## src/rtl/websocket_frame_deframer_unit_macros.svh

```systemverilog
// Assertion macros shared by the deframer RTL files.
`ifndef WEBSOCKET_FRAME_DEFRAMER_UNIT_MACROS_SVH
`define WEBSOCKET_FRAME_DEFRAMER_UNIT_MACROS_SVH
`ifndef SYNTHESIS
// Same-cycle implication, disabled while reset is high.
`define WSFD_ASSERT_IMP(label, clk, rst, ante, cons) \
label: assert property (@(posedge clk) disable iff (rst) (ante) |-> (cons)) \
   else $error("wsfd: same-cycle check failed");
// Next-cycle implication, disabled while reset is high.
`define WSFD_ASSERT_NXT(label, clk, rst, ante, cons) \
label: assert property (@(posedge clk) disable iff (rst) (ante) |=> (cons)) \
   else $error("wsfd: next-cycle check failed");
`else
`define WSFD_ASSERT_IMP(label, clk, rst, ante, cons)
`define WSFD_ASSERT_NXT(label, clk, rst, ante, cons)
`endif
`endif

```

## src/rtl/wsfd_pkg.sv

```systemverilog
// Types and constants of the WebSocket frame deframer.
`timescale 1ns / 1ps
package wsfd_pkg;

   typedef struct packed {
      logic [7:0] data_byte;
      logic       buffer_last;
   } req_type;

   typedef struct packed {
      logic [1:0] kind;
      logic [7:0] payload_byte;
      logic       frame_last;
   } rsp_type;

   // One parser result plus its valid flag, handed to the output register.
   typedef struct packed {
      logic    valid;
      rsp_type rsp;
   } result_type;

   typedef enum logic [2:0] {
      PH_HDR0    = 3'd0,
      PH_HDR1    = 3'd1,
      PH_EXTLEN  = 3'd2,
      PH_MASKKEY = 3'd3,
      PH_PAYLOAD = 3'd4,
      PH_DISCARD = 3'd5
   } phase_type;

   localparam logic [1:0] KIND_DATA    = 2'd0;
   localparam logic [1:0] KIND_PONG    = 2'd1;
   localparam logic [1:0] KIND_INVALID = 2'd2;

   localparam logic [3:0] OP_CONT     = 4'h0;
   localparam logic [3:0] OP_RSV_LO   = 4'h3;  // reserved data opcodes lie above this
   localparam logic [3:0] OP_RSV_HI   = 4'h8;  // ... and below this
   localparam logic [3:0] OP_PING     = 4'h9;
   localparam logic [3:0] OP_CTRL_MAX = 4'hB;  // above this: reserved control opcodes

   localparam logic [6:0] LEN_EXT16 = 7'd126;
   localparam logic [6:0] LEN_EXT64 = 7'd127;

   localparam logic [3:0] EXT16_BYTES = 4'd2;
   localparam logic [3:0] EXT64_BYTES = 4'd8;
   localparam logic [3:0] KEY_BYTES   = 4'd4;

endpackage

```

## src/rtl/wsfd_parser.sv

```systemverilog
// Per-byte frame parser: header, length, mask key and payload unmasking.
`timescale 1ns / 1ps
`include "websocket_frame_deframer_unit_macros.svh"
module wsfd_parser (
   input  logic                clock,
   input  logic                reset,
   input  logic                accept,
   input  wsfd_pkg::req_type   req,
   output wsfd_pkg::result_type result
);
   import wsfd_pkg::*;

   phase_type   phase_ff,        phase_in;
   logic [3:0]  header_count_ff, header_count_in;
   logic [63:0] remaining_ff,    remaining_in;
   logic [31:0] mask_key_ff,     mask_key_in;
   logic [1:0]  mask_index_ff,   mask_index_in;
   logic        masked_ff,       masked_in;

   logic [3:0]  opcode;
   logic [6:0]  len7;
   logic [3:0]  count_dec;
   logic [63:0] remaining_dec;
   logic        payload_fin;
   logic        op_invalid;
   logic [7:0]  key_byte;

   assign opcode        = req.data_byte[3:0];
   assign len7          = req.data_byte[6:0];
   assign count_dec     = header_count_ff - 4'd1;
   assign remaining_dec = remaining_ff - 64'd1;
   assign payload_fin   = (remaining_dec == 64'd0);
   assign op_invalid    = ((opcode > OP_RSV_LO) && (opcode < OP_RSV_HI))
                          || (opcode > OP_CTRL_MAX);

   always_comb begin
      unique case (mask_index_ff)
         2'd0:    key_byte = mask_key_ff[31:24];
         2'd1:    key_byte = mask_key_ff[23:16];
         2'd2:    key_byte = mask_key_ff[15:8];
         default: key_byte = mask_key_ff[7:0];
      endcase
   end

   // Next state
   always_comb begin
      phase_in        = phase_ff;
      header_count_in = header_count_ff;
      remaining_in    = remaining_ff;
      mask_key_in     = mask_key_ff;
      mask_index_in   = mask_index_ff;
      masked_in       = masked_ff;
      if (accept) begin
         unique case (phase_ff)
            PH_HDR0: begin
               if (op_invalid || opcode == OP_CONT || opcode == OP_PING) begin
                  phase_in = PH_DISCARD;
               end else begin
                  phase_in = PH_HDR1;
               end
            end
            PH_HDR1: begin
               masked_in    = req.data_byte[7];
               remaining_in = 64'd0;
               if (len7 == LEN_EXT16) begin
                  phase_in        = PH_EXTLEN;
                  header_count_in = EXT16_BYTES;
               end else if (len7 == LEN_EXT64) begin
                  phase_in        = PH_EXTLEN;
                  header_count_in = EXT64_BYTES;
               end else begin
                  remaining_in = {57'd0, len7};
                  if (req.data_byte[7]) begin
                     phase_in        = PH_MASKKEY;
                     header_count_in = KEY_BYTES;
                  end else begin
                     phase_in = PH_DISCARD;
                  end
               end
            end
            PH_EXTLEN: begin
               remaining_in    = {remaining_ff[55:0], req.data_byte};
               header_count_in = count_dec;
               if (count_dec == 4'd0) begin
                  if (masked_ff) begin
                     phase_in        = PH_MASKKEY;
                     header_count_in = KEY_BYTES;
                  end else begin
                     phase_in = PH_DISCARD;
                  end
               end
            end
            PH_MASKKEY: begin
               mask_key_in     = {mask_key_ff[23:0], req.data_byte};
               header_count_in = count_dec;
               if (count_dec == 4'd0) begin
                  mask_index_in = 2'd0;
                  phase_in      = (remaining_ff == 64'd0) ? PH_DISCARD : PH_PAYLOAD;
               end
            end
            PH_PAYLOAD: begin
               mask_index_in = mask_index_ff + 2'd1;
               remaining_in  = remaining_dec;
               if (payload_fin) begin
                  phase_in        = PH_HDR0;
                  header_count_in = 4'd0;
                  mask_index_in   = 2'd0;
               end
            end
            default: begin
            end
         endcase
         // End of buffer: drop whatever frame was in flight.
         if (req.buffer_last) begin
            phase_in        = PH_HDR0;
            header_count_in = 4'd0;
            remaining_in    = 64'd0;
            mask_key_in     = 32'd0;
            mask_index_in   = 2'd0;
            masked_in       = 1'b0;
         end
      end
   end

   // Outputs
   always_comb begin
      result.valid            = 1'b0;
      result.rsp.kind         = KIND_DATA;
      result.rsp.payload_byte = 8'd0;
      result.rsp.frame_last   = 1'b0;
      unique case (phase_ff)
         PH_HDR0: begin
            if (op_invalid) begin
               result.valid    = accept;
               result.rsp.kind = KIND_INVALID;
            end else if (opcode == OP_PING) begin
               result.valid    = accept;
               result.rsp.kind = KIND_PONG;
            end
         end
         PH_PAYLOAD: begin
            result.valid            = accept;
            result.rsp.payload_byte = req.data_byte ^ key_byte;
            result.rsp.frame_last   = payload_fin;
         end
         default: begin
         end
      endcase
   end

   always_ff @(posedge clock) begin
      if (reset) begin
         phase_ff        <= PH_HDR0;
         header_count_ff <= 4'd0;
         remaining_ff    <= 64'd0;
         mask_key_ff     <= 32'd0;
         mask_index_ff   <= 2'd0;
         masked_ff       <= 1'b0;
      end else begin
         phase_ff        <= phase_in;
         header_count_ff <= header_count_in;
         remaining_ff    <= remaining_in;
         mask_key_ff     <= mask_key_in;
         mask_index_ff   <= mask_index_in;
         masked_ff       <= masked_in;
      end
   end

   `WSFD_ASSERT_NXT(a_buf_end_to_hdr, clock, reset, accept && req.buffer_last, phase_ff == PH_HDR0)
   `WSFD_ASSERT_IMP(a_payload_emits, clock, reset, accept && phase_ff == PH_PAYLOAD, result.valid)
   `WSFD_ASSERT_IMP(a_last_is_data, clock, reset, result.valid && result.rsp.frame_last, result.rsp.kind == KIND_DATA)

endmodule

```

## src/rtl/wsfd_out_reg.sv

```systemverilog
// Result register between the parser and the response channel.
`timescale 1ns / 1ps
`include "websocket_frame_deframer_unit_macros.svh"
module wsfd_out_reg (
   input  logic                 clock,
   input  logic                 reset,
   input  wsfd_pkg::result_type result,
   input  logic                 rsp_stall,
   output logic                 rsp_valid,
   output wsfd_pkg::rsp_type    rsp_data,
   output logic                 full_stalled
);
   import wsfd_pkg::*;

   logic    valid_ff, valid_in;
   rsp_type data_ff,  data_in;

   assign full_stalled = valid_ff && rsp_stall;

   always_comb begin
      valid_in = result.valid ? 1'b1 : full_stalled;
      data_in  = result.valid ? result.rsp : data_ff;
   end

   always_ff @(posedge clock) begin
      if (reset) begin
         valid_ff <= 1'b0;
      end else begin
         valid_ff <= valid_in;
      end
   end

   always_ff @(posedge clock) begin
      data_ff <= data_in;
   end

   assign rsp_valid = valid_ff;
   assign rsp_data  = data_ff;

   `WSFD_ASSERT_IMP(a_no_overwrite, clock, reset, result.valid, !full_stalled)
   `WSFD_ASSERT_NXT(a_hold_stalled, clock, reset, full_stalled, valid_ff && data_ff == $past(data_ff))
   `WSFD_ASSERT_NXT(a_no_phantom, clock, reset, !full_stalled && !result.valid, !valid_ff)

endmodule

```

## src/rtl/websocket_frame_deframer_unit.sv

```systemverilog
// Top level of the WebSocket frame deframer.
`timescale 1ns / 1ps
// Receive-side WebSocket deframer. Feed received bytes one per transaction on
// the req_ channel, with buffer_last set on the last byte of each receive
// buffer; that byte returns the parser to the frame header no matter where it
// was. Each byte yields zero or one rsp_ transaction: an unmasked payload byte
// (frame_last set on the final byte of a frame), a pong request when a ping
// header arrives, or an invalid-frame report for a reserved opcode. Ping,
// continuation, reserved, unmasked and zero-length frames drop the rest of
// the buffer. The length field is held in full 64 bits. Throughput is one
// byte per clock while req_stall is low: parser state updates in the cycle
// a byte is taken; its result shows from a single output register the next cycle.
// req_stall is raised only while that register is full and rsp_stall is high.
module websocket_frame_deframer_unit (
   input  logic              clock,
   input  logic              reset,
   input  logic              req_valid,
   output logic              req_stall,
   input  wsfd_pkg::req_type req_data,
   output logic              rsp_valid,
   input  logic              rsp_stall,
   output wsfd_pkg::rsp_type rsp_data
);
   import wsfd_pkg::*;

   logic       accept;
   logic       full_stalled;
   result_type result;

   // Take a byte whenever the output register can absorb its result.
   assign req_stall = full_stalled;
   assign accept    = req_valid && !full_stalled;

   wsfd_parser u_parser (
      .clock  (clock),
      .reset  (reset),
      .accept (accept),
      .req    (req_data),
      .result (result)
   );

   // Hold the result here until the consumer takes it.
   wsfd_out_reg u_out_reg (
      .clock        (clock),
      .reset        (reset),
      .result       (result),
      .rsp_stall    (rsp_stall),
      .rsp_valid    (rsp_valid),
      .rsp_data     (rsp_data),
      .full_stalled (full_stalled)
   );

endmodule

```

## config.mk

```make
export PLATFORM = sky130hd
export DESIGN_NAME = websocket_frame_deframer_unit
export DESIGN_NICKNAME = d
export VERILOG_FILES = /design/src/rtl/wsfd_pkg.sv /design/src/rtl/wsfd_parser.sv /design/src/rtl/wsfd_out_reg.sv /design/src/rtl/websocket_frame_deframer_unit.sv
export VERILOG_INCLUDE_DIRS = /design/src /design/src/rtl
export SDC_FILE = /design/constraint.sdc
export NUM_CORES = 1
export LEC_CHECK = 0
export BUFFER_PORTS_ARGS = -buffer_cell sky130_fd_sc_hd__buf_2
export CORE_ASPECT_RATIO = 1.2
export CORE_MARGIN = 2
export CORE_UTILIZATION = 30
export CTS_CLUSTER_SIZE = 10
export DETAILED_ROUTE_END_ITERATION = 10
export GPL_TIMING_DRIVEN = 1
export PLACE_DENSITY = 0.42
export SETUP_SLACK_MARGIN = 0.1
export SLEW_MARGIN = 15
export SYNTH_ARGS = -nofsm -noshare
export SYNTH_HDL_FRONTEND = slang
export SYNTH_SLANG_ARGS = --single-unit
```

## constraint.sdc

```tcl
create_clock -name clock -period 3.8 [get_ports clock]
set_input_delay 1.14 -clock clock [delete_from_list [all_inputs] [get_ports clock]]
set_output_delay 1.14 -clock clock [all_outputs]
set_load 0.01 [all_outputs]
```

After elaboration in Yosys (flattened, before gate mapping)

Cells that the tools add are included.

Logic and storage cells: 94
Flip-flop bits (word level): 118
Input bits: 13

Bitwise gates (word level): 2
Reductions and logical operators: 26
Add/subtract/negate cells: 3
Equal/unequal tests: 13
Mux-type cells: 36
$lt $le $gt $ge: 3

Operators with widths:

| cell                                                                            | number |
|---|---|
| 64-bit one-hot mux with 3 select lines                                          | 1 |
| 64-bit zero test                                                                | 2 |
| 64-bit 2-to-1 mux                                                               | 2 |
| 32-bit 2-to-1 mux                                                               | 2 |
| 64-bit by 1-bit subtractor with 64-bit output, second input constant            | 1 |
| 3-bit 2-to-1 mux                                                                | 11 |
| 4-bit 2-to-1 mux                                                                | 7 |
| 8-bit one-hot mux with 3 select lines                                           | 1 |
| 4-bit one-hot mux with 4 select lines                                           | 1 |
| 3-bit one-hot mux with 5 select lines                                           | 1 |
| 7-bit equality test, second input constant                                      | 2 |
| 3-bit by 2-bit inequality test with 1-bit output, second input constant         | 3 |
| 4-bit zero test                                                                 | 2 |
| 8-bit bitwise XOR                                                               | 1 |
| 7-bit 2-to-1 mux                                                                | 1 |
| 3-bit by 2-bit equality test with 1-bit output, second input constant           | 2 |
| 2-bit 2-to-1 mux                                                                | 3 |
| 2-bit AND reduction                                                             | 3 |
| 6-bit nonzero test                                                              | 1 |
| 5-bit by 3-bit inequality test with 1-bit output, second input constant         | 1 |
| 5-bit AND reduction                                                             | 1 |
| 5-bit nonzero test                                                              | 1 |
| 4-bit equality test, second input constant                                      | 1 |
| 4-bit by 2-bit greater-than comparator with 1-bit output, second input constant | 1 |
| 23 further kinds                                                                | 31 |

Logic depth before layout (Yosys ltp)

Word-level depth: 8
Depth in mapped cells: 14
Depth with buffers taken out: 12

By module

Synthesis repeated with hierarchy kept, for this count alone.

Cells, all modules: 947
Area total of the unflattened synthesis: 7252.0 sq um

Modules (own cells, without submodules):

| module                        | cells each | area an instance (sq um) | sequential area each (sq um) | times used |
|---|---|---|---|---|
| wsfd_parser                   | 931        | 6871.6                   | 2122.0                       | 1 |
| wsfd_out_reg                  | 15         | 366.6                    | 350.3                        | 1 |
| websocket_frame_deframer_unit | 1          | 13.8                     | 0.0                          | 1 |

Worst setup path after synthesis

Ideal clock, no wire load.

Path type: flip-flop to flip-flop
Start point: register u_parser.remaining_ff[0]
End point: register u_parser.header_count_ff[3]
Arrival: 3.254 ns
Path buffers: 2
Cell stages (with the launch flop): 15
Required time: 3.678 ns
Library setup time: 0.122 ns
Clock period less this slack: 3.375 ns
Slack: 0.425 ns
Path through: dfxtp_1 > inv_1 > ha_1 > or4b_4 > buf_6 > or4_4 > buf_6 > nor3_2 > xnor2_1 > and3_1 > nand4_1 > nor4b_4 > a211o_1 > nor2b_1 > o21ai_1

Word-level cells in the longest chain between the ends: 4

Ends and longest elaborated chain:

| what                                                       | line               | RTL |
|---|---|---|
| start: declaration                                         | wsfd_parser.sv:15  | `logic [63:0] remaining_ff, remaining_in;` |
| start signal: assignment                                   | wsfd_parser.sv:162 | `remaining_ff <= remaining_in;` |
| 64-bit by 1-bit subtractor with 64-bit output              | wsfd_parser.sv:31  | `assign remaining_dec = remaining_ff - 64'd1;` |
| 64-bit zero test                                           | wsfd_parser.sv:32  | `assign payload_fin = (remaining_dec == 64'd0);` |
| 3-bit by 2-bit inequality test with 1-bit output (no line) | n/a                |  |
| 4-bit AND reduction (no line)                              | n/a                |  |
| end signal: assignment                                     | wsfd_parser.sv:161 | `header_count_ff <= header_count_in;` |
| end: declaration                                           | wsfd_parser.sv:14  | `logic [3:0] header_count_ff, header_count_in;` |

No other way between the ends.
A chain may end at the register's enable or synchronous reset.

Worst setup path after layout

Start point: register u_parser.remaining_ff[35]
End point: register u_parser.header_count_ff[2]

Same word-level chain as after synthesis.

==> out/qor.yml <==
place:
  gp_congestion: 0.857
  place_hpwl_um: 17200
  dp_cells: 1264
  post-place-ws_ns: 0.0499
  portBuffers: 25
  placed_area_um2: 7840
detailed_routing:
  num_vias: 6969
  drt_first_iter_violations: 414
  drtPass1Iterations: 5
  routed_wl_um: 24800
  avgViaCountPerCell: 5.38
  wl_per_cell_um: 19.2
  ant_nets: 0
  drc: 0
critical_path:
  start_kind: "register"
  cp-end-kind: "register"
  required_ns: 4.12
  crit_type: "reg2reg"
  crit_arrival_ns: 3.87
  cp_max_fo: 7
  r2r_setup_slack_ns: 0.25
sta:
  setup_viol: 0
  worst-slew-pin-transition_ns: 0.737
  finalClockSkew_ns: 0.0153
  final.min_clock_period_ns: 3.55
  slew_viol_final: 0
  layout_setup_ws_ns: 0.254
  fin_crit_sh: 0.933
  final.setup.tns_ns: 0
  hold_viol_final: 0
  rsz0062_at_grt: "false"
  max_slew_margin: 0.507
  whs_ns: 0.502
  max_freq_mhz: 282
global_routing:
  grt_first_pass_wirelength_um: 39900
  grt_max_degree: 61
  gr-usage-all-layers: 0.197
  grt-ovfl-total: 0
  grt_pass1_vias: 7046
  antenna_found_initial: 0
power:
  ir_drop_mv: 0.311
  powerDensity_nw_per_um2: 462
  swShare: 0.317
  power.switching_mw: 1.24
  totalPowerFinal_mw: 3.92
  power_frac_clock: 0.434
  pwr-share-seq: 0.332
  power_frac_comb: 0.233
  leakagePower_nw: 3.20
  power.internal_mw: 2.68
floorplan:
  row_count: 62
  core_area_um2: 23800
  start_util: 0.303
  ios: 26
  die_w_um: 146
  dieArea_um2: 25300
  die_height_um: 174
clock_network:
  htreeDepth: 4
  cts_sinks: 118
  cts-root-buf: "clkbuf_16"
  clk_pin_slew_ns: 0.06
  cts_tree: "built"
  cts-buffers-inserted: 17
  clock_latency_ns: 0.43
  clockBufferDepth: 2
synthesis:
  async_flop_share: 0
  syn_nets: 970
  avgSynthCellArea_um2: 7.60
  synth-seq-cells: 118
  synth_ff_type: "dfxtp_1"
  syn_area_um2: 7210
  synthDistinctLibCells: 67
  yosysWarnings: 0
  synth_edf_count: 11
  yosysSeqAreaShare: 0.343
  synth_cells: 949
flow_run:
  cap_violations: 0
final_layout:
  mostFrequentLayoutCell: "nor2_1"
  drive_gt1_frac: 0.138
  syn_to_final_growth_pct: 17.7
  finalInstanceArea_um2: 8490
  num-fill-cells: 2601
  nets: 984
  antenna_cells: 0
  mostFrequentLayoutCells: "150 x nor2_1, 113 x nand2_1, 107 x dfxtp_1"
  finalNonFillerCells: 1296
  utilization: 0.356
worst_hold_path:
  hp-class: "reg2reg"
status:
  status: "finished clean"
## Yosys cell counts, drive strengths merged (7+ instances only)
cell type	instances	area share
ha	8	0.014
nand3	13	0.0090
and3	9	0.0078
buf	7	0.0082
inv	14	0.0073
nand2	114	0.059
xnor2	44	0.053
a22oi	87	0.091
dfxtp	107	0.30
or4	10	0.011
nor4	23	0.027
edfxtp	11	0.046
a222oi	8	0.011
or3	14	0.012
o21ai	77	0.053
clkbuf	74	0.039
nand4	17	0.018
nor3	35	0.026
a21oi	28	0.019
xor2	19	0.023
nor2	152	0.079
## logic make-up after synthesis
logic type / share of synthesized area
flops: 0.343
fa+ha+maj: 0.0139
simple gates: 0.288
mux: 0.00277
compound gates: 0.222
xor+xnor: 0.0765
buf+inv: 0.0539
## state kept, by name, indices dropped and copies added (netlist names)
name                      cells
u_out_reg.rsp_data           11
u_out_reg.rsp_valid           1
u_parser.header_count_ff      4
u_parser.mask_index_ff        2
u_parser.mask_key_ff         32
u_parser.masked_ff            1
u_parser.phase_ff             3
u_parser.remaining_ff        64
## final cells by class
| class | count | area, µm² | area share |
|---|---|---|---|
| inverter | 14 | 52.6 | 0.00619 |
| clock inverter | 14 | 174 | 0.0205 |
| tap | 320 | 400 | 0.0472 |
| timing repair buffer | 76 | 523 | 0.0616 |
| multi-input combinational | 736 | 4440 | 0.523 |
| sequential | 118 | 2470 | 0.291 |
| clock buffer | 18 | 429 | 0.0506 |
## worst paths after layout
| kind | endpoint | startpoint | depth (start not counted) |
|---|---|---|---|
| setup / recovery | u_parser.header_count_ff[2] | u_parser.remaining_ff[35] | 10 |
| hold reg to reg | u_parser.mask_key_ff[25] | u_parser.mask_key_ff[25] | 2 |
| hold / removal | u_parser.mask_key_ff[25] | u_parser.mask_key_ff[25] | 2 |
| setup reg to reg | u_parser.header_count_ff[2] | u_parser.remaining_ff[35] | 10 |
## power groups by stage
| stage | logic (mW) | registers [mW] | clock network, mW |
|---|---|---|---|
| detailed placement | 0.900 | 1.33 | 0 |
| global route | 1.01 | 1.31 | 1.80 |
| floorplan | 0.645 | 1.32 | 0 |
| finish | 0.914 | 1.30 | 1.70 |
| CTS | 0.908 | 1.30 | 1.75 |
| global placement | 0.909 | 1.33 | 0 |
## what timing repair did
action / 4_1_cts / 5_1_grt
buffers inserted: 0 / 0
resized for setup: 2 / 7
hold buffers: 0 / 0
pin swaps: 0 / 7
setup endpoints to repair: 3 / 7
## worst max-delay path, stage by stage, from the launching register on
cell      delay (ns)
dfxtp_1         0.38
or4_1           0.64
or2_1           0.29
or4_1           0.43
o31a_1          0.27
nor3b_1         0.26
nand4_1         0.24
nor4b_4         0.39
a211o_1         0.27
a21oi_1         0.09
a211oi_1        0.19
## routing by layer
layer,global-route usage,routed length [µm],vias to the layer above
met3,0.0289,660,29
met4,0.0723,483,0
met2,0.342,12400,140
met5,0,0,-
li1,-,-,3457
met1,0.248,11300,3343
Note: power is estimated with default switching activity, not from simulation.
